File: config.mk
export PLATFORM = sky130hd
export DESIGN_NAME = sps_header_parser
export DESIGN_NICKNAME = d
export VERILOG_FILES = /design/src/design/sps_pkg.sv /design/src/design/sps_bit_parser.sv /design/src/design/sps_size_calc.sv /design/src/design/sps_header_parser.sv
export SDC_FILE = /design/constraint.sdc
export NUM_CORES = 1
export LEC_CHECK = 0
export BUFFER_PORTS_ARGS = -buffer_cell sky130_fd_sc_hd__buf_2
export CAP_MARGIN = 25
export CORE_MARGIN = 5
export CORE_UTILIZATION = 57
export DETAILED_ROUTE_END_ITERATION = 7
export GPL_ROUTABILITY_DRIVEN = 0
export PLACE_DENSITY = 0.84
export SETUP_SLACK_MARGIN = 0.15
export SLEW_MARGIN = 20
export SYNTH_ARGS = -nofsm -noshare
export SYNTH_HDL_FRONTEND = slang
export SYNTH_SLANG_ARGS = --single-unit
File: constraint.sdc
create_clock -name clk -period 9.7 [get_ports clk]
set_input_delay 0 -clock clk [delete_from_list [all_inputs] [get_ports clk]]
set_output_delay 0 -clock clk [all_outputs]
set_load 0.05 [all_outputs]
File: src/design/sps_pkg.sv
// ---------------------------------------------------------------------------
// SPS parser package
// Shared types, status codes and constants of the SPS header parser.
// ---------------------------------------------------------------------------
package sps_pkg;

    localparam int MAX_CODE_BITS_DEF = 32;
    localparam int DIM_BITS_DEF      = 16;
    // Macroblock size is 16, so scaling by it is a shift by four.
    localparam int MB_SHIFT          = 4;

    localparam logic [2:0] STS_OK      = 3'd0;
    localparam logic [2:0] STS_NOT_SPS = 3'd1;
    localparam logic [2:0] STS_TRUNC   = 3'd2;
    localparam logic [2:0] STS_OVF     = 3'd3;
    localparam logic [2:0] STS_CROP    = 3'd4;
    localparam logic [2:0] STS_SCALING = 3'd5;

    typedef struct packed {
        logic [7:0] data_byte;
        logic       last_byte;
    } sps_in_t;

    typedef struct packed {
        logic [2:0]  status;
        logic [15:0] frame_width;
        logic [15:0] frame_height;
        logic [7:0]  profile_code;
        logic [7:0]  level_code;
        logic [4:0]  param_set_id;
        logic [1:0]  chroma_format;
        logic [3:0]  frame_num_bits_minus4;
        logic [1:0]  order_count_type;
        logic [7:0]  ref_frame_count;
        logic        frames_only;
        logic        vui_present;
    } sps_out_t;

    typedef struct packed {
        logic [7:0] profile;
        logic [7:0] level;
        logic [4:0] sps_id;
        logic [7:0] chroma;
        logic [3:0] fnum;
        logic [1:0] poc;
        logic [7:0] nref;
        logic       fmo;
        logic       vui;
        logic       high;
    } sps_fields_t;

    typedef struct packed {
        sps_fields_t fld;
        logic [15:0] wib;
        logic [15:0] hiu;
        logic [15:0] crop0;
        logic [15:0] crop1;
        logic [15:0] crop2;
        logic [15:0] crop3;
        logic [2:0]  err;
        logic        done;
    } sps_parse_t;

    function automatic logic is_high_profile(input logic [7:0] p);
        is_high_profile = (p == 8'd100) || (p == 8'd110) || (p == 8'd122) ||
                          (p == 8'd244) || (p == 8'd44)  || (p == 8'd83)  ||
                          (p == 8'd86)  || (p == 8'd118) || (p == 8'd128) ||
                          (p == 8'd138) || (p == 8'd139) || (p == 8'd134);
    endfunction

endpackage

File: src/design/sps_bit_parser.sv
// ---------------------------------------------------------------------------
// SPS bit parser
// Consumes one bit per cycle, when bit_valid is set, through a shared
// fixed-width and Exp-Golomb reader, stepping through the SPS elements.
// ---------------------------------------------------------------------------
module sps_bit_parser
    import sps_pkg::*;
#(
    parameter int MAX_CODE_BITS = MAX_CODE_BITS_DEF
)
(
    input  logic       clk,
    input  logic       rst_n,
    input  logic       bit_valid,
    input  logic       bit_in,
    input  logic       clear,
    output sps_parse_t parse
);

    localparam int CW   = MAX_CODE_BITS;
    localparam int CNTW = $clog2(MAX_CODE_BITS + 1);

    // Captured fields after reset: everything zero except a 4:2:0 chroma format.
    localparam sps_fields_t FLD_RST = '{profile: 8'd0, level: 8'd0, sps_id: 5'd0,
                                        chroma: 8'd1, fnum: 4'd0, poc: 2'd0,
                                        nref: 8'd0, fmo: 1'b0, vui: 1'b0,
                                        high: 1'b0};

    typedef enum logic [30:0] {
        ST_HDR     = 31'h0000_0001,
        ST_FU      = 31'h0000_0002,
        ST_PROFILE = 31'h0000_0004,
        ST_CONSTR  = 31'h0000_0008,
        ST_LEVEL   = 31'h0000_0010,
        ST_SPSID   = 31'h0000_0020,
        ST_CHROMA  = 31'h0000_0040,
        ST_SEPCOL  = 31'h0000_0080,
        ST_DEPTH_L = 31'h0000_0100,
        ST_DEPTH_C = 31'h0000_0200,
        ST_BYPASS  = 31'h0000_0400,
        ST_SCALING = 31'h0000_0800,
        ST_FNUM    = 31'h0000_1000,
        ST_POCTYPE = 31'h0000_2000,
        ST_POCLSB  = 31'h0000_4000,
        ST_DZERO   = 31'h0000_8000,
        ST_OFF_NR  = 31'h0001_0000,
        ST_OFF_TB  = 31'h0002_0000,
        ST_CYCLE   = 31'h0004_0000,
        ST_CYCOFF  = 31'h0008_0000,
        ST_NREF    = 31'h0010_0000,
        ST_GAPS    = 31'h0020_0000,
        ST_WIDTH   = 31'h0040_0000,
        ST_HEIGHT  = 31'h0080_0000,
        ST_FMO     = 31'h0100_0000,
        ST_MBAFF   = 31'h0200_0000,
        ST_D8      = 31'h0400_0000,
        ST_CROPF   = 31'h0800_0000,
        ST_CROP    = 31'h1000_0000,
        ST_VUI     = 31'h2000_0000,
        ST_DONE    = 31'h4000_0000
    } sps_step_t;

    sps_step_t      step_reg, step_next;
    logic [CNTW-1:0] cnt_reg, cnt_next, cnt_inc;
    logic [CNTW-1:0] lz_reg, lz_next;
    logic [CW-1:0]   acc_reg, acc_next, acc_sh, eg_val, val;
    logic [7:0]      loop_reg, loop_next, loop_sat;
    logic [15:0]     wib_reg, wib_next, hiu_reg, hiu_next;
    logic [15:0]     crop_reg [4];
    logic [15:0]     crop_next [4];
    sps_fields_t     fld_reg, fld_next;
    logic [2:0]      err_reg, err_next;
    logic            fixed8, fixed1, elem_done;

    function automatic logic [7:0] sat8(input logic [CW-1:0] v, input logic [7:0] m);
        sat8 = (v > CW'(m)) ? m : v[7:0];
    endfunction

    function automatic logic [15:0] sat16(input logic [CW-1:0] v);
        sat16 = (v > CW'(16'hFFFF)) ? 16'hFFFF : v[15:0];
    endfunction

    assign fixed8 = step_reg inside {ST_HDR, ST_FU, ST_PROFILE, ST_CONSTR, ST_LEVEL};
    assign fixed1 = step_reg inside {ST_SEPCOL, ST_BYPASS, ST_SCALING, ST_DZERO, ST_GAPS,
                                     ST_FMO, ST_MBAFF, ST_D8, ST_CROPF, ST_VUI};
    assign acc_sh  = {acc_reg[CW-2:0], bit_in};
    assign cnt_inc = cnt_reg + CNTW'(1);
    // The suffix holds exactly lz bits, so the leading one can be ORed in.
    assign eg_val  = ((CW'(1) << lz_reg) | acc_sh) - CW'(1);
    assign loop_sat = sat8(val, 8'd255);

    always_comb
    begin
        step_next = step_reg;
        cnt_next  = cnt_reg;
        lz_next   = lz_reg;
        acc_next  = acc_reg;
        loop_next = loop_reg;
        wib_next  = wib_reg;
        hiu_next  = hiu_reg;
        crop_next = crop_reg;
        fld_next  = fld_reg;
        err_next  = err_reg;
        elem_done = 1'b0;
        val       = '0;

        if (clear)
        begin
            step_next = ST_HDR;
            cnt_next  = '0;
            lz_next   = '0;
            acc_next  = '0;
            loop_next = '0;
            wib_next  = '0;
            hiu_next  = '0;
            crop_next = '{default: 16'd0};
            fld_next  = FLD_RST;
            err_next  = STS_OK;
        end
        else if (bit_valid && step_reg != ST_DONE)
        begin
            if (fixed8 || fixed1)
            begin
                acc_next = acc_sh;
                cnt_next = cnt_inc;
                if (fixed1 || cnt_inc == CNTW'(8))
                begin
                    elem_done = 1'b1;
                    val       = acc_sh;
                end
            end
            else if (cnt_reg == '0)
            begin
                if (!bit_in)
                begin
                    lz_next = lz_reg + CNTW'(1);
                    if (lz_reg == CNTW'(CW - 1))
                    begin
                        err_next  = STS_OVF;
                        step_next = ST_DONE;
                    end
                end
                else if (lz_reg == '0)
                begin
                    elem_done = 1'b1;
                end
                else
                begin
                    cnt_next = CNTW'(1);
                    acc_next = '0;
                end
            end
            else
            begin
                acc_next = acc_sh;
                cnt_next = cnt_inc;
                if (cnt_reg >= lz_reg)
                begin
                    elem_done = 1'b1;
                    val       = eg_val;
                end
            end

            if (elem_done)
            begin
                cnt_next  = '0;
                lz_next   = '0;
                acc_next  = '0;
                step_next = sps_step_t'(step_reg << 1);
                case (step_reg)
                    ST_HDR:
                    begin
                        if (val[4:0] == 5'd28)
                            step_next = ST_FU;
                        else if (val[4:0] == 5'd7)
                            step_next = ST_PROFILE;
                        else
                        begin
                            err_next  = STS_NOT_SPS;
                            step_next = ST_DONE;
                        end
                    end
                    ST_FU:
                    begin
                        if (val[7] && !val[6] && val[4:0] == 5'd7)
                            step_next = ST_PROFILE;
                        else
                        begin
                            err_next  = STS_NOT_SPS;
                            step_next = ST_DONE;
                        end
                    end
                    ST_PROFILE:
                    begin
                        fld_next.profile = val[7:0];
                        fld_next.high    = is_high_profile(val[7:0]);
                    end
                    ST_LEVEL:
                        fld_next.level = val[7:0];
                    ST_SPSID:
                    begin
                        fld_next.sps_id = (val > CW'(31)) ? 5'd31 : val[4:0];
                        step_next = fld_reg.high ? ST_CHROMA : ST_FNUM;
                    end
                    ST_CHROMA:
                    begin
                        fld_next.chroma = loop_sat;
                        step_next = (val == CW'(3)) ? ST_SEPCOL : ST_DEPTH_L;
                    end
                    ST_SCALING:
                    begin
                        if (val[0])
                        begin
                            err_next  = STS_SCALING;
                            step_next = ST_DONE;
                        end
                    end
                    ST_FNUM:
                        fld_next.fnum = (val > CW'(15)) ? 4'd15 : val[3:0];
                    ST_POCTYPE:
                    begin
                        fld_next.poc = (val > CW'(3)) ? 2'd3 : val[1:0];
                        if (val == '0)
                            step_next = ST_POCLSB;
                        else if (val == CW'(1))
                            step_next = ST_DZERO;
                        else
                            step_next = ST_NREF;
                    end
                    ST_POCLSB:
                        step_next = ST_NREF;
                    ST_CYCLE:
                    begin
                        loop_next = loop_sat;
                        step_next = (loop_sat != 8'd0) ? ST_CYCOFF : ST_NREF;
                    end
                    ST_CYCOFF:
                    begin
                        loop_next = loop_reg - 8'd1;
                        step_next = (loop_reg != 8'd1) ? ST_CYCOFF : ST_NREF;
                    end
                    ST_NREF:
                        fld_next.nref = loop_sat;
                    ST_WIDTH:
                        wib_next = sat16(val);
                    ST_HEIGHT:
                        hiu_next = sat16(val);
                    ST_FMO:
                    begin
                        fld_next.fmo = val[0];
                        step_next = val[0] ? ST_D8 : ST_MBAFF;
                    end
                    ST_CROPF:
                    begin
                        loop_next = 8'd0;
                        step_next = val[0] ? ST_CROP : ST_VUI;
                    end
                    ST_CROP:
                    begin
                        crop_next[loop_reg[1:0]] = sat16(val);
                        loop_next = loop_reg + 8'd1;
                        step_next = (loop_reg >= 8'd3) ? ST_VUI : ST_CROP;
                    end
                    ST_VUI:
                    begin
                        fld_next.vui = val[0];
                        step_next = ST_DONE;
                    end
                    default:
                    begin
                    end
                endcase
            end
        end
    end

    always_ff @(posedge clk or negedge rst_n)
    begin
        if (!rst_n)
        begin
            step_reg <= ST_HDR;
            cnt_reg  <= '0;
            lz_reg   <= '0;
            acc_reg  <= '0;
            loop_reg <= '0;
            wib_reg  <= '0;
            hiu_reg  <= '0;
            crop_reg <= '{default: 16'd0};
            fld_reg  <= FLD_RST;
            err_reg  <= STS_OK;
        end
        else
        begin
            step_reg <= step_next;
            cnt_reg  <= cnt_next;
            lz_reg   <= lz_next;
            acc_reg  <= acc_next;
            loop_reg <= loop_next;
            wib_reg  <= wib_next;
            hiu_reg  <= hiu_next;
            crop_reg <= crop_next;
            fld_reg  <= fld_next;
            err_reg  <= err_next;
        end
    end

    assign parse.fld   = fld_reg;
    assign parse.wib   = wib_reg;
    assign parse.hiu   = hiu_reg;
    assign parse.crop0 = crop_reg[0];
    assign parse.crop1 = crop_reg[1];
    assign parse.crop2 = crop_reg[2];
    assign parse.crop3 = crop_reg[3];
    assign parse.err   = err_reg;
    assign parse.done  = (step_reg == ST_DONE);

endmodule

File: src/design/sps_size_calc.sv
// ---------------------------------------------------------------------------
// SPS size calculator
// Forms the full frame size and crop amounts in one registered stage, then
// checks the crop and subtracts it to give the status and cropped size.
// ---------------------------------------------------------------------------
module sps_size_calc
    import sps_pkg::*;
#(
    parameter int DIM_BITS = DIM_BITS_DEF
)
(
    input  logic        clk,
    input  logic        rst_n,
    input  logic        load,
    input  sps_parse_t  parse,
    output logic [2:0]  status,
    output logic [15:0] frame_width,
    output logic [15:0] frame_height
);

    localparam int XW = 22;
    localparam logic [XW-1:0] LIM = XW'((64'd1 << DIM_BITS) - 64'd1);

    logic [XW-1:0] w_reg, h_reg, ux_reg, uy_reg;
    logic [XW-1:0] w_next, h_next, ux_next, uy_next, sum_x, sum_y;
    logic [2:0]    err_reg;
    logic          done_reg, unit_x2, unit_y2, bad;

    // Horizontal unit is two for 4:2:0 and 4:2:2 (and unknown formats);
    // the vertical unit doubles again for 4:2:0 and unknown formats.
    assign unit_x2 = !(parse.fld.chroma == 8'd0 || parse.fld.chroma == 8'd3);
    assign unit_y2 = unit_x2 && parse.fld.chroma != 8'd2;
    assign sum_x   = XW'(parse.crop0) + XW'(parse.crop1);
    assign sum_y   = XW'(parse.crop2) + XW'(parse.crop3);
    assign w_next  = (XW'(parse.wib) + XW'(1)) << MB_SHIFT;
    assign h_next  = ((XW'(parse.hiu) + XW'(1)) << MB_SHIFT) << (parse.fld.fmo ? 0 : 1);
    assign ux_next = unit_x2 ? (sum_x << 1) : sum_x;
    assign uy_next = (sum_y << (parse.fld.fmo ? 0 : 1)) << (unit_y2 ? 1 : 0);

    always_ff @(posedge clk or negedge rst_n)
    begin
        if (!rst_n)
        begin
            err_reg  <= STS_OK;
            done_reg <= 1'b0;
        end
        else if (load)
        begin
            err_reg  <= parse.err;
            done_reg <= parse.done;
        end
    end

    always_ff @(posedge clk)
    begin
        if (load)
        begin
            w_reg  <= w_next;
            h_reg  <= h_next;
            ux_reg <= ux_next;
            uy_reg <= uy_next;
        end
    end

    assign bad = (w_reg > LIM) || (h_reg > LIM) || (ux_reg >= w_reg) || (uy_reg >= h_reg);

    always_comb
    begin
        frame_width  = 16'd0;
        frame_height = 16'd0;
        if (err_reg != STS_OK)
            status = err_reg;
        else if (!done_reg)
            status = STS_TRUNC;
        else if (bad)
            status = STS_CROP;
        else
        begin
            status       = STS_OK;
            frame_width  = 16'(w_reg - ux_reg);
            frame_height = 16'(h_reg - uy_reg);
        end
    end

endmodule

File: src/design/sps_header_parser.sv
// ---------------------------------------------------------------------------
// SPS header parser
// Parses an H.264 sequence parameter set from a byte-wide NAL unit stream
// and returns one summary word at the end of each NAL unit.
// ---------------------------------------------------------------------------
// Each input word carries one NAL unit byte and a last flag. The byte is
// read most significant bit first, one bit per clock, through a single
// shared field reader that handles both fixed-width elements and
// Exp-Golomb codes. While a byte is being read the input is stalled,
// except in the final bit cycle of a byte that is not the last, where the
// next byte may already be taken. After the last byte the calculate state
// forms the full size and crop amounts in registers, and the emit state
// checks the crop and subtracts it; the summary word is then loaded into
// the output register as soon as that register is free, so it may wait
// behind an earlier summary still held downstream. The parser clears
// itself as the summary is loaded, ready for the next NAL unit. Status
// codes are: ok, not an SPS, truncated, Exp-Golomb code too long, bad
// crop, and scaling lists present (unsupported). The cropped width and
// height are zero unless the status is ok. Emulation-prevention bytes are
// not removed and VUI contents are ignored.
// ---------------------------------------------------------------------------
module sps_header_parser
    import sps_pkg::*;
#(
    parameter int MAX_CODE_BITS = MAX_CODE_BITS_DEF,
    parameter int DIM_BITS      = DIM_BITS_DEF
)
(
    input  logic     clk,
    input  logic     rst_n,
    input  logic     nal_valid,
    output logic     nal_stall,
    input  sps_in_t  nal_word,
    output logic     sps_valid,
    input  logic     sps_stall,
    output sps_out_t sps_word
);

    typedef enum logic [3:0] {
        SEQ_IDLE  = 4'b0001,
        SEQ_SHIFT = 4'b0010,
        SEQ_CALC  = 4'b0100,
        SEQ_EMIT  = 4'b1000
    } seq_state_t;

    seq_state_t  state_reg, state_next;
    logic [7:0]  byte_reg, byte_next;
    logic        last_reg, last_next;
    logic [2:0]  bit_cnt_reg, bit_cnt_next;
    logic        out_valid_reg, out_valid_next;
    sps_out_t    out_reg, out_next;
    logic        accept, out_free, emit;
    sps_parse_t  parse;
    logic [2:0]  status;
    logic [15:0] frame_width, frame_height;

    // A new word may enter when idle, or in the last bit cycle of a byte
    // that does not end the NAL unit.
    assign nal_stall = !((state_reg == SEQ_IDLE) ||
                         (state_reg == SEQ_SHIFT && bit_cnt_reg == 3'd7 && !last_reg));
    assign accept    = nal_valid && !nal_stall;
    assign out_free  = !out_valid_reg || !sps_stall;
    assign emit      = (state_reg == SEQ_EMIT) && out_free;

    sps_bit_parser #(
        .MAX_CODE_BITS (MAX_CODE_BITS)
    ) u_parser (
        .clk       (clk),
        .rst_n     (rst_n),
        .bit_valid (state_reg == SEQ_SHIFT),
        .bit_in    (byte_reg[7]),
        .clear     (emit),
        .parse     (parse)
    );

    sps_size_calc #(
        .DIM_BITS (DIM_BITS)
    ) u_size (
        .clk          (clk),
        .rst_n        (rst_n),
        .load         (state_reg == SEQ_CALC),
        .parse        (parse),
        .status       (status),
        .frame_width  (frame_width),
        .frame_height (frame_height)
    );

    always_comb
    begin
        state_next   = state_reg;
        byte_next    = byte_reg;
        last_next    = last_reg;
        bit_cnt_next = bit_cnt_reg;

        case (state_reg)
            SEQ_IDLE:
            begin
                if (accept)
                begin
                    state_next   = SEQ_SHIFT;
                    byte_next    = nal_word.data_byte;
                    last_next    = nal_word.last_byte;
                    bit_cnt_next = 3'd0;
                end
            end
            SEQ_SHIFT:
            begin
                byte_next    = {byte_reg[6:0], 1'b0};
                bit_cnt_next = bit_cnt_reg + 3'd1;
                if (bit_cnt_reg == 3'd7)
                begin
                    if (last_reg)
                        state_next = SEQ_CALC;
                    else if (accept)
                    begin
                        byte_next    = nal_word.data_byte;
                        last_next    = nal_word.last_byte;
                        bit_cnt_next = 3'd0;
                    end
                    else
                        state_next = SEQ_IDLE;
                end
            end
            SEQ_CALC:
                state_next = SEQ_EMIT;
            SEQ_EMIT:
            begin
                if (out_free)
                    state_next = SEQ_IDLE;
            end
            default:
                state_next = SEQ_IDLE;
        endcase
    end

    // The summary word is built from the parser's registers before they
    // are cleared in the same cycle.
    always_comb
    begin
        out_next                       = out_reg;
        out_valid_next                 = out_valid_reg && sps_stall;
        if (emit)
        begin
            out_valid_next                 = 1'b1;
            out_next.status                = status;
            out_next.frame_width           = frame_width;
            out_next.frame_height          = frame_height;
            out_next.profile_code          = parse.fld.profile;
            out_next.level_code            = parse.fld.level;
            out_next.param_set_id          = parse.fld.sps_id;
            out_next.chroma_format         = (parse.fld.chroma > 8'd3) ? 2'd3
                                                                       : parse.fld.chroma[1:0];
            out_next.frame_num_bits_minus4 = parse.fld.fnum;
            out_next.order_count_type      = parse.fld.poc;
            out_next.ref_frame_count       = parse.fld.nref;
            out_next.frames_only           = parse.fld.fmo;
            out_next.vui_present           = parse.fld.vui;
        end
    end

    always_ff @(posedge clk or negedge rst_n)
    begin
        if (!rst_n)
        begin
            state_reg     <= SEQ_IDLE;
            bit_cnt_reg   <= 3'd0;
            last_reg      <= 1'b0;
            out_valid_reg <= 1'b0;
        end
        else
        begin
            state_reg     <= state_next;
            bit_cnt_reg   <= bit_cnt_next;
            last_reg      <= last_next;
            out_valid_reg <= out_valid_next;
        end
    end

    always_ff @(posedge clk)
    begin
        byte_reg <= byte_next;
        out_reg  <= out_next;
    end

    assign sps_valid = out_valid_reg;
    assign sps_word  = out_reg;

endmodule

; Word-level counts from Yosys, hierarchy flattened
; Cells that the tools add are included.
[word_totals]
output_inout_bits = 76
in_bits = 13
regBits = 405
[classes]
n_eq_ne = 62
bitwise = 3
reduce_logical = 81
add_sub_neg = 12
shifts = 4
order_cmp = 14
n_mux = 134
[ops]
columns = cell, n
row1 = 31-bit two-way mux, 18
row2 = 31-bit case mux with 13 select lines, 1
row3 = 32-bit two-way mux, 8
row4 = 64-bit two-way mux, 4
row5 = 16-bit two-way mux, 10
row6 = 46-bit two-way mux, 3
row7 = 8-bit two-way mux, 12
row8 = 22-bit by 32-bit left shift with 22-bit output, 3
row9 = 21-bit two-way mux, 4
row10 = 6-bit two-way mux, 13
row11 = 64-bit bitwise mux, 1
row12 = 30-bit two-way mux, 2
row13 = 3-bit two-way mux, 18
row14 = "8-bit by 7-bit == test with 1-bit output, second input constant", 6
row15 = 3-bit AND reduction, 15
row16 = "8-bit == test, second input constant", 5
row17 = "16-bit by 1-bit adder with 17-bit output, second input constant", 2
row18 = 16-bit by 16-bit adder with 17-bit output, 2
row19 = 16-bit demux with 2-bit select, 1
row20 = "32-bit by 1-bit == test with 1-bit output, second input constant", 1
row21 = "32-bit by 2-bit == test with 1-bit output, second input constant", 1
row22 = "32-bit by 16-bit > comparator with 1-bit output, second input constant", 1
row23 = "32-bit by 2-bit > comparator with 1-bit output, second input constant", 1
row24 = "32-bit by 4-bit > comparator with 1-bit output, second input constant", 1
row25 = other kinds (95), 177

; Longest topological paths before layout
; Gate-level depths: netlist of run 1.
[logic_depth]
word_depth = 24
ltp_mapped = 17

; By module
; A second synthesis of run 1 with hierarchy kept.
[hier_totals]
hier_cells = 2481
hier_area_um2 = 23363.7
[by_module_without_submodules]
columns = mod, n_inst, area_per_inst_um2, cells_per_inst
row1 = sps_bit_parser, 1, 12523.3, 1445
row2 = sps_size_calc, 1, 7766.2, 897
row3 = sps_header_parser, 1, 3074.2, 139

; Worst setup path after synthesis of run 1
; OpenSTA, ideal clock, no wires.
[synth_path]
path_kind = flip-flop to flip-flop
from = register state_reg[1]
to = register u_size.err_reg[0]
path_buffers = 0
t_required_ns = 9.595
setup_slack_ns = 0.147
stages_incl_launch_ff = 3
arrival_time_ns = 9.448
path_cell_list = dfrtp_1 nor4b_1 mux2_2
[synth_via]
elab_chain_cells = 1
[synth_rtl]
columns = item, line_no
row1 = from (decl), sps_header_parser.sv:46  ; seq_state_t state_reg, state_next;
row2 = from (signal assigned), sps_header_parser.sv:172  ; state_reg <= state_next;
row3 = 4-bit by 3-bit == test with 1-bit output, sps_header_parser.sv:81  ; .load (state_reg == SEQ_CALC),
row4 = to (signal assigned), sps_size_calc.sv:49  ; err_reg <= parse.err;
row5 = to (decl), sps_size_calc.sv:26  ; logic [2:0] err_reg;
; No other way between the ends.
; A chain may end at the register's enable or synchronous reset.

; Worst setup path after layout of run 1
[layout_path]
from = register u_parser.lz_reg[2]
to = register u_parser.crop_reg (netlist bit u_parser.parse[31])
[layout_via]
elab_chain_cells = 15
elab_cells_between_ends = 26
cone_classes = 1 x add/sub / 2 x order compare / 1 x shift / 18 x mux / 1 x bitwise / 3 x reduce/logical
[layout_rtl]
columns = item, line_no
row1 = from (decl), sps_bit_parser.sv:65  ; logic [CNTW-1:0] lz_reg, lz_next;
row2 = from (signal assigned), sps_bit_parser.sv:296  ; lz_reg <= lz_next;
row3 = 1-bit by 6-bit left shift with 32-bit output, sps_bit_parser.sv:89  ; assign eg_val = ((CW'(1) << lz_reg) | acc_sh) - CW'(1);
row4 = 32-bit bitwise OR, sps_bit_parser.sv:89
row5 = 32-bit by 1-bit subtractor with 32-bit output, sps_bit_parser.sv:89
row6 = 32-bit two-way mux, sps_bit_parser.sv:157  ; if (cnt_reg >= lz_reg)
row7 = 32-bit two-way mux, sps_bit_parser.sv:132  ; else if (cnt_reg == '0)
row8 = 32-bit two-way mux, sps_bit_parser.sv:122  ; if (fixed8 || fixed1)
row9 = 32-bit two-way mux, sps_bit_parser.sv:120  ; else if (bit_valid && step_reg != ST_DONE)
row10 = 32-bit two-way mux, sps_bit_parser.sv:107  ; if (clear)
row11 = 32-bit by 16-bit > comparator with 1-bit output, sps_bit_parser.sv:80  ; sat16 = (v > CW'(16'hFFFF)) ? 16'hFFFF : v[15:0];
row12 = 16-bit two-way mux, sps_bit_parser.sv:80
row13 = 64-bit bitwise mux, sps_bit_parser.sv:260  ; crop_next[loop_reg[1:0]] = sat16(val);
row14 = 64-bit two-way mux, sps_bit_parser.sv:170  ; case (step_reg)
row15 = 64-bit two-way mux, sps_bit_parser.sv:164  ; if (elem_done)
row16 = 64-bit two-way mux, sps_bit_parser.sv:120
row17 = 64-bit two-way mux, sps_bit_parser.sv:107
row18 = to (signal assigned), sps_bit_parser.sv:301  ; crop_reg <= crop_next;
row19 = to (decl), sps_bit_parser.sv:69  ; logic [15:0] crop_reg [4];
; Parallel ways exist; a longest one is shown, timed or not. The select of a mux whose other input is x is not followed.

==> run summary, run 1 <==
setup tns final: 0 ns
placed insts: 2896
Layout Cells excl Fill: 2992
Area Growth Syn to Fin: 10.89%
RSZ-0062 raised after global routing: false
drt pass-1 iters: 8
max FFs per register: 110
Clock Skew: 0.02045 ns
final hold vios: 0
Post-CTS Setup Bufs: 0
dpl hpwl: 40.19 mm
DR iter-0 viols: 1972
row cnt: 72
Yosys warning count: 0
Area after DPL: 23210 sq um
# diodes: 0
Worst Setup Slack, final: 4.753 ns
fin. max-slew vios: 0
DIE HEIGHT: 208.0 microns
share of layout cells above drive strength 1: 9.984%
initial antenna violation count: 0
slew margin rel.: 30.68%
clock slew at reported path FFs: 0.06 ns
vias in the first global route: 18190
Syn Std Cell Area: 22360 sq um
Top FF cell, synth: dfrtp_1
status: complete, but fails checks
Critical Path End Type: register
CP arrival: 5.36 ns
met2 wire length: 26.63 mm
routed vias: 18910
Tightest Hold Check Type: in2async
synthesized flop and latch total: 394
# H-tree levels: 2
failing checks: design-rule violations
Core Region: 38740 sq um
hold_buf cts: 14
CP startpoint kind: register
Die Wd: 208.0 microns
cts bufs inserted: 43
post-layout power: 0.006624 W
Fmax achieved: 0.2021 GHz
gr ovfl total: 0
first-pass GRT wire length: 92.98 mm
final wirelength: 57.82 mm
Final setup viols: 0
CTS root buffer: clkbuf_16
number of synthesized flops with an enable pin: 154
Mapped Cells: 2379
Peak supply drop: 204.7 uV
met3 wire length: 5.180 mm
WL/cell: 19.32 microns
Avg Cell Area, Syn: 9.397 sq um
post-layout min period: 4.947 ns
Total Routing Usage GR: 25.85%
fin crit share: 51.00%
clock latency on the worst-skew pair: 0.59 ns
Metal-1 WL: 22.63 mm
CTS tree: built
clk sinks: 394
port bufs: 88
total of max-cap violations: 0
total I/O pin count: 89
vias per cell: 6.320
CP required: 10.11 ns
Initial Utilization: 57.71%
worst slew pin tran: 1.040 ns
DRC viols: 25
Layout Nets: 2563
fillcell total: 2939
Crit Path Max Fanout: 17
post-CTS sizing: 0
largest net degree at the start of global routing: 102
Die Area: 43280 sq um
highest metal used: met4
Synth Net Count: 2502
LEAKAGE: 10.50 nW
Post-synth ARST share: 60.91%
Distinct cells, synth: 93
sequential area share after synthesis: 47.57%
CTS Buffer Depth: 3
Design Area, Final: 24790 sq um
dpl ws: 4.904 ns
PwrDens: 267.2 nW/um^2
CP Class: reg2reg
antenna-violating nets left: 0
-- Yosys cell counts, types with 19 or more instances --
master | number | area share, %
a31oi_1 | 27 | 0.76
nand3_1 | 107 | 2.4
or2_2 | 19 | 0.53
o21ai_0 | 219 | 4.9
a22o_1 | 22 | 0.86
nor2b_1 | 24 | 0.67
nor4_1 | 30 | 0.84
dfrtp_1 | 237 | 27
edfxtp_1 | 154 | 21
ha_1 | 108 | 6.0
xnor2_1 | 62 | 2.4
and3_1 | 24 | 0.67
a21oi_1 | 136 | 3.0
a211oi_1 | 19 | 0.64
xor2_1 | 36 | 1.4
nor3_1 | 66 | 1.5
nand2_1 | 342 | 5.7
nor2_1 | 181 | 3.0
inv_1 | 104 | 1.7
nand2b_1 | 22 | 0.62
nand4_1 | 23 | 0.64
mux2i_1 | 37 | 1.7
clkbuf_1 | 83 | 1.4
-- through the flow --
| step | util (%) | hold WS (ns) |
|---|---|---|
| after floorplan | - | -0.2956 |
| after global placement | 59.91 | 0.09056 |
| after detailed placement | 59.92 | 0.1035 |
| after CTS | 63.85 | 0.08286 |
| after global routing | 64.00 | 0.1580 |
| final | 64.00 | 0.06247 |
-- per-layer routing --
metal	vias up	global-route usage (%)
met5	-	0
met3	249	5.091
met2	1056	41.80
li1	8694	-
met1	8909	33.53
met4	0	12.87
-- worst max-delay path, cell delays in order, from the launching register on --
cell and delay [ns]:
dfrtp_1 0.61, inv_1 0.17, ha_1 0.26, nor2b_1 0.17, a21oi_1 0.35, nand4_1 0.55, nor2_1 0.54, nand3_1 0.12
o31ai_1 0.27, nand4_1 0.23, nand2_1 0.17, nand2b_1 0.28, a211oi_1 0.83, o21ai_0 0.23
-- cells in the final DEF (no fill, tap or decap), types with 8 or more instances in the layout --
| master | Yosys | final |
|---|---|---|
| nor4_1 | 30 | 30 |
| xnor2_1 | 62 | 62 |
| a31oi_1 | 27 | 25 |
| edfxtp_1 | 154 | 154 |
| or3_1 | 13 | 13 |
| inv_1 | 104 | 104 |
| dfrtp_1 | 237 | 236 |
| or2_2 | 19 | 19 |
| o31a_1 | 8 | 8 |
| o21ai_0 | 219 | 219 |
| nor3b_1 | 10 | 10 |
| and2_1 | 12 | 12 |
| nor3_1 | 66 | 65 |
| buf_2 | 14 | 87 |
| o211ai_1 | 10 | 10 |
| dlygate4sd3_1 | 0 | 14 |
| a22oi_1 | 16 | 16 |
| a211oi_1 | 19 | 19 |
| a31o_2 | 8 | 8 |
| or4_1 | 8 | 8 |
| a22o_1 | 22 | 22 |
| nand3_1 | 107 | 107 |
| xor2_1 | 36 | 36 |
| nor4b_1 | 9 | 8 |
| clkbuf_16 | 0 | 45 |
| nor2_1 | 181 | 181 |
| nand3b_1 | 8 | 8 |
| and3_1 | 24 | 24 |
| nand4_1 | 23 | 23 |
| a21oi_1 | 136 | 135 |
| nand2b_1 | 22 | 21 |
| a21o_1 | 17 | 17 |
| mux2i_1 | 37 | 37 |
| clkbuf_1 | 83 | 10 |
| ha_1 | 108 | 108 |
| o21a_1 | 14 | 14 |
| buf_4 | 1 | 18 |
| nand2_1 | 342 | 342 |
| nor2b_1 | 24 | 24 |
-- where the power goes --
part | internal (W) | leakage [nW] | switching (W)
Sequential | 0.00206 | 4.37 | 0.000344
Combinational | 0.000844 | 5.47 | 0.00177
Clock | 0.000920 | 0.668 | 0.000686
-- kinds of logic (layout without fill, tap and decap cells) --
| family | count (synthesis) | in the layout | share of synthesized area [%] |
|---|---|---|---|
| compound gates | 578 | 578 | 15.96 |
| xor+xnor | 98 | 98 | 3.839 |
| fa+ha+maj | 110 | 110 | 6.223 |
| buf+inv | 212 | 307 | 3.688 |
| flops | 394 | 394 | 47.57 |
| mux | 42 | 42 | 1.908 |
| simple gates | 945 | 945 | 20.82 |
-- worst paths after layout --
path,from,endpoint,slack [ns],depth (start not counted)
max in group asynchronous,rst_n,u_parser.parse[43]$_DFFE_PN0P_,8.26,3
max,u_parser.lz_reg[2]$_DFFE_PN0P_,u_parser.parse[31]$_DFFE_PN0P_,4.75,13
max reg2reg,u_parser.lz_reg[2]$_DFFE_PN0P_,u_parser.parse[31]$_DFFE_PN0P_,4.75,13
min,rst_n,last_reg$_DFFE_PN0P_,0.06,2
min reg2reg,u_parser.parse[135]$_DFFE_PN0P_,sps_word[28]$_DFFE_PP_,0.45,0
min in group clk,nal_word[4],byte_reg[3]$_DFFE_PP_,0.24,4
-- cell type report --
type                    instances  area (sq um)  area share [%]
inverters                     105         396.6           1.600
clock buffers                  60          1232           4.971
well taps                     518         648.1           2.614
flip-flops and latches        394         10640           42.90
clock inverters                19         147.6          0.5956
repair buffers                123         783.3           3.160
multi-input cells            1773         10950           44.16
Note: power is estimated with default switching activity, not from simulation.
==> run 2: changes to the inputs <==
CORE_UTILIZATION = 60   (was 57)
PLACE_DENSITY = 0.85   (was 0.84)
clock period = 5.1 ns   (was 9.7 ns; I/O delays follow)
==> run summary, run 2 (synthesis gave the netlist of run 1 again) <==
status: complete, but fails checks (unchanged)
failing checks: design-rule violations (unchanged)
Core Region: 36700 sq um (was 38740 sq um)
Slowest Stage Delay on Critical Path: 0.87 ns (was 0.83 ns)
initial antenna violation count: 0 (unchanged)
RSZ-0062 raised after global routing: true (was false)
Area Growth Syn to Fin: 12.18% (was 10.89%)
# H-tree levels: 2 (unchanged)
gr ovfl total: 0 (unchanged)
CP Class: reg2reg (unchanged)
share of layout cells above drive strength 1: 11.30% (was 9.984%)
Clock Skew: 0.01985 ns (was 0.02045 ns)
final hold vios: 0 (unchanged)
vias in the first global route: 18780 (was 18190)
antenna-violating nets left: 0 (unchanged)
clk sinks: 394 (unchanged)
fin crit share: 92.28% (was 51.00%)
WL/cell: 20.27 microns (was 19.32 microns)
clock slew at reported path FFs: 0.06 ns (about the same)
Die Wd: 203.0 microns (was 208.0 microns)
LEAKAGE: 10.72 nW (was 10.50 nW)
Tightest Hold Check Type: in2async (unchanged)
routed vias: 19300 (was 18910)
Peak supply drop: 468.0 uV (was 204.7 uV)
CP required: 5.58 ns (was 10.11 ns)
CTS Buffer Depth: 3 (unchanged)
setup tns final: 0 ns (unchanged)
DIE HEIGHT: 203.0 microns (was 208.0 microns)
post-layout min period: 4.706 ns (was 4.947 ns)
register area: 10640 sq um (unchanged)
worst reg2reg path startpoint: u_parser.step_reg[0]$_DFFE_PN1P_ (was u_parser.lz_reg[2]$_DFFE_PN0P_)
crit path cell chain: or4_1, or2_1, nor4_4, nor4b_1, nand2_2, a22o_1, nor2_1, a41o_1, and2_1, a22oi_1, o31ai_1 (was inv_1, ha_1, nor2b_1, a21oi_1, nand4_1, nor2_1, nand3_1, o31ai_1, nand4_1, nand2_1, nand2b_1, a211oi_1, o21ai_0)
fin. max-slew vios: 0 (unchanged)
area of the multi-input gates: 10970 sq um (was 10950 sq um)
Crit Path Max Fanout: 18 (was 17)
hold_ws: 0.02551 ns (was 0.06247 ns)
PwrDens: 527.9 nW/um^2 (was 267.2 nW/um^2)
largest net degree at the start of global routing: 89 (was 102)
# diodes: 0 (unchanged)
cts bufs inserted: 42 (was 43)
max FFs per register: 110 (unchanged)
slew margin rel.: 25.17% (was 30.68%)
total of max-cap violations: 0 (unchanged)
row cnt: 70 (was 72)
CTS root buffer: clkbuf_16 (unchanged)
Total Routing Usage GR: 28.48% (was 25.85%)
commonest cells after routing, fill and taps aside: 342 x nand2_1, 236 x dfrtp_1, 219 x o21ai_0, 181 x nor2_1, 154 x edfxtp_1 (unchanged)
Layout Nets: 2586 (was 2563)
clock latency on the worst-skew pair: 0.58 ns (was 0.59 ns)
drt pass-1 iters: 8 (unchanged)
Final setup viols: 0 (unchanged)
critical path startpoint: u_parser.step_reg[0]$_DFFE_PN1P_ (was u_parser.lz_reg[2]$_DFFE_PN0P_)
Critical Path End Type: register (unchanged)
DR iter-0 viols: 2189 (was 1972)
vias per cell: 6.515 (was 6.320)
CP arrival: 5.18 ns (was 5.36 ns)
first-pass GRT wire length: 96.39 mm (was 92.98 mm)
port bufs: 88 (unchanged)
Fmax achieved: 0.2125 GHz (was 0.2021 GHz)
worst slew pin tran: 1.091 ns (was 1.040 ns)
total I/O pin count: 89 (unchanged)
commonest non-fill, non-tap cell in the layout: nand2_1 (unchanged)
CTS tree: built (unchanged)
slowest CP cell: nor4b_1 (was a211oi_1)
final wirelength: 60.06 mm (was 57.82 mm)
Initial Utilization: 60.92% (was 57.71%)
dpl hpwl: 40.89 mm (was 40.19 mm)
DRC viols: 2 (was 25)
CP startpoint kind: register (unchanged)
Die Area: 41220 sq um (was 43280 sq um)
fillcell total: 2628 (was 2939)
[run 2: repair_timing]
| item | 4_1_cts | 5_1_grt |
|---|---|---|
| buffers inserted | 0 | 5 |
| gates resized for setup | 1 | 5 |
| setup endpoints to repair | 1 | 47 |
| pin swaps | 0 | 1 |
| hold buffers | 14 | 0 |
| hold endpoints to repair | 102 | 0 |
[run 2: final timing paths]
| check | end | slack, ns | cells after the start |
|---|---|---|---|
| min | bit_cnt_reg[0]$_DFFE_PN0P_ | 0.03 | 2 |
| min reg2reg | sps_word[23]$_DFFE_PP_ | 0.45 | 0 |
| max | u_parser.step_reg[14]$_DFFE_PN0P_ | 0.39 | 11 |
| max reg2reg | u_parser.step_reg[14]$_DFFE_PN0P_ | 0.39 | 11 |
| min in group clk | byte_reg[5]$_DFFE_PP_ | 0.23 | 4 |
| max in group asynchronous | u_parser.parse[117]$_DFFE_PN1P_ | 3.92 | 4 |
[run 2: layout make-up]
| cell class | instances | share of cell area, % |
|---|---|---|
| Sequential cell | 394 | 42.41 |
| Tap cell | 468 | 2.335 |
| Multi-Input combinational cell | 1773 | 43.72 |
| Timing Repair Buffer | 147 | 3.861 |
| Clock inverter | 14 | 0.6286 |
| Inverter | 105 | 1.582 |
| Clock buffer | 62 | 5.463 |
[run 2: power by group]
group          leakage [nW]  switching (W)  internal, W
sequential             4.36       0.000702      0.00392
combinational          5.60        0.00351      0.00178
clock                 0.759        0.00131      0.00202
total                  10.7        0.00552      0.00772
[run 2: critical path, delay by kind of cell (launching register included)]
| kind | cells | cell delay, ns |
|---|---|---|
| compound gates | 4 | 1.05 |
| simple gates | 7 | 2.91 |
| flops | 1 | 0.64 |
[run 2: per-layer routing]
metal	GRT usage (%)	vias up	part of all wire [%]	routed length [microns]
met4	14.21	0	5.5	3318
met5	0.3571	-	0	0
li1	-	8743	-	-
met3	5.862	288	10	5981
met1	36.11	9102	38	22550
met2	46.77	1170	47	28210
[run 2: stage by stage]
| step | total power (W) | instances | util [%] | setup slack, ns | area (sq um) |
|---|---|---|---|---|---|
| final | 0.01324 | 2963 | 68.34 | 0.3937 | 25080 |
| after global routing | 0.01385 | 2963 | 68.34 | 0.05344 | 25080 |
| after floorplan | 0.007856 | 2379 | - | 0.6270 | 22370 |
| after detailed placement | 0.009565 | 2866 | 63.44 | 0.2408 | 23280 |
| after CTS | 0.01295 | 2956 | 68.00 | 0.2527 | 24960 |
| after global placement | 0.009335 | 2866 | 63.43 | 0.5761 | 23280 |
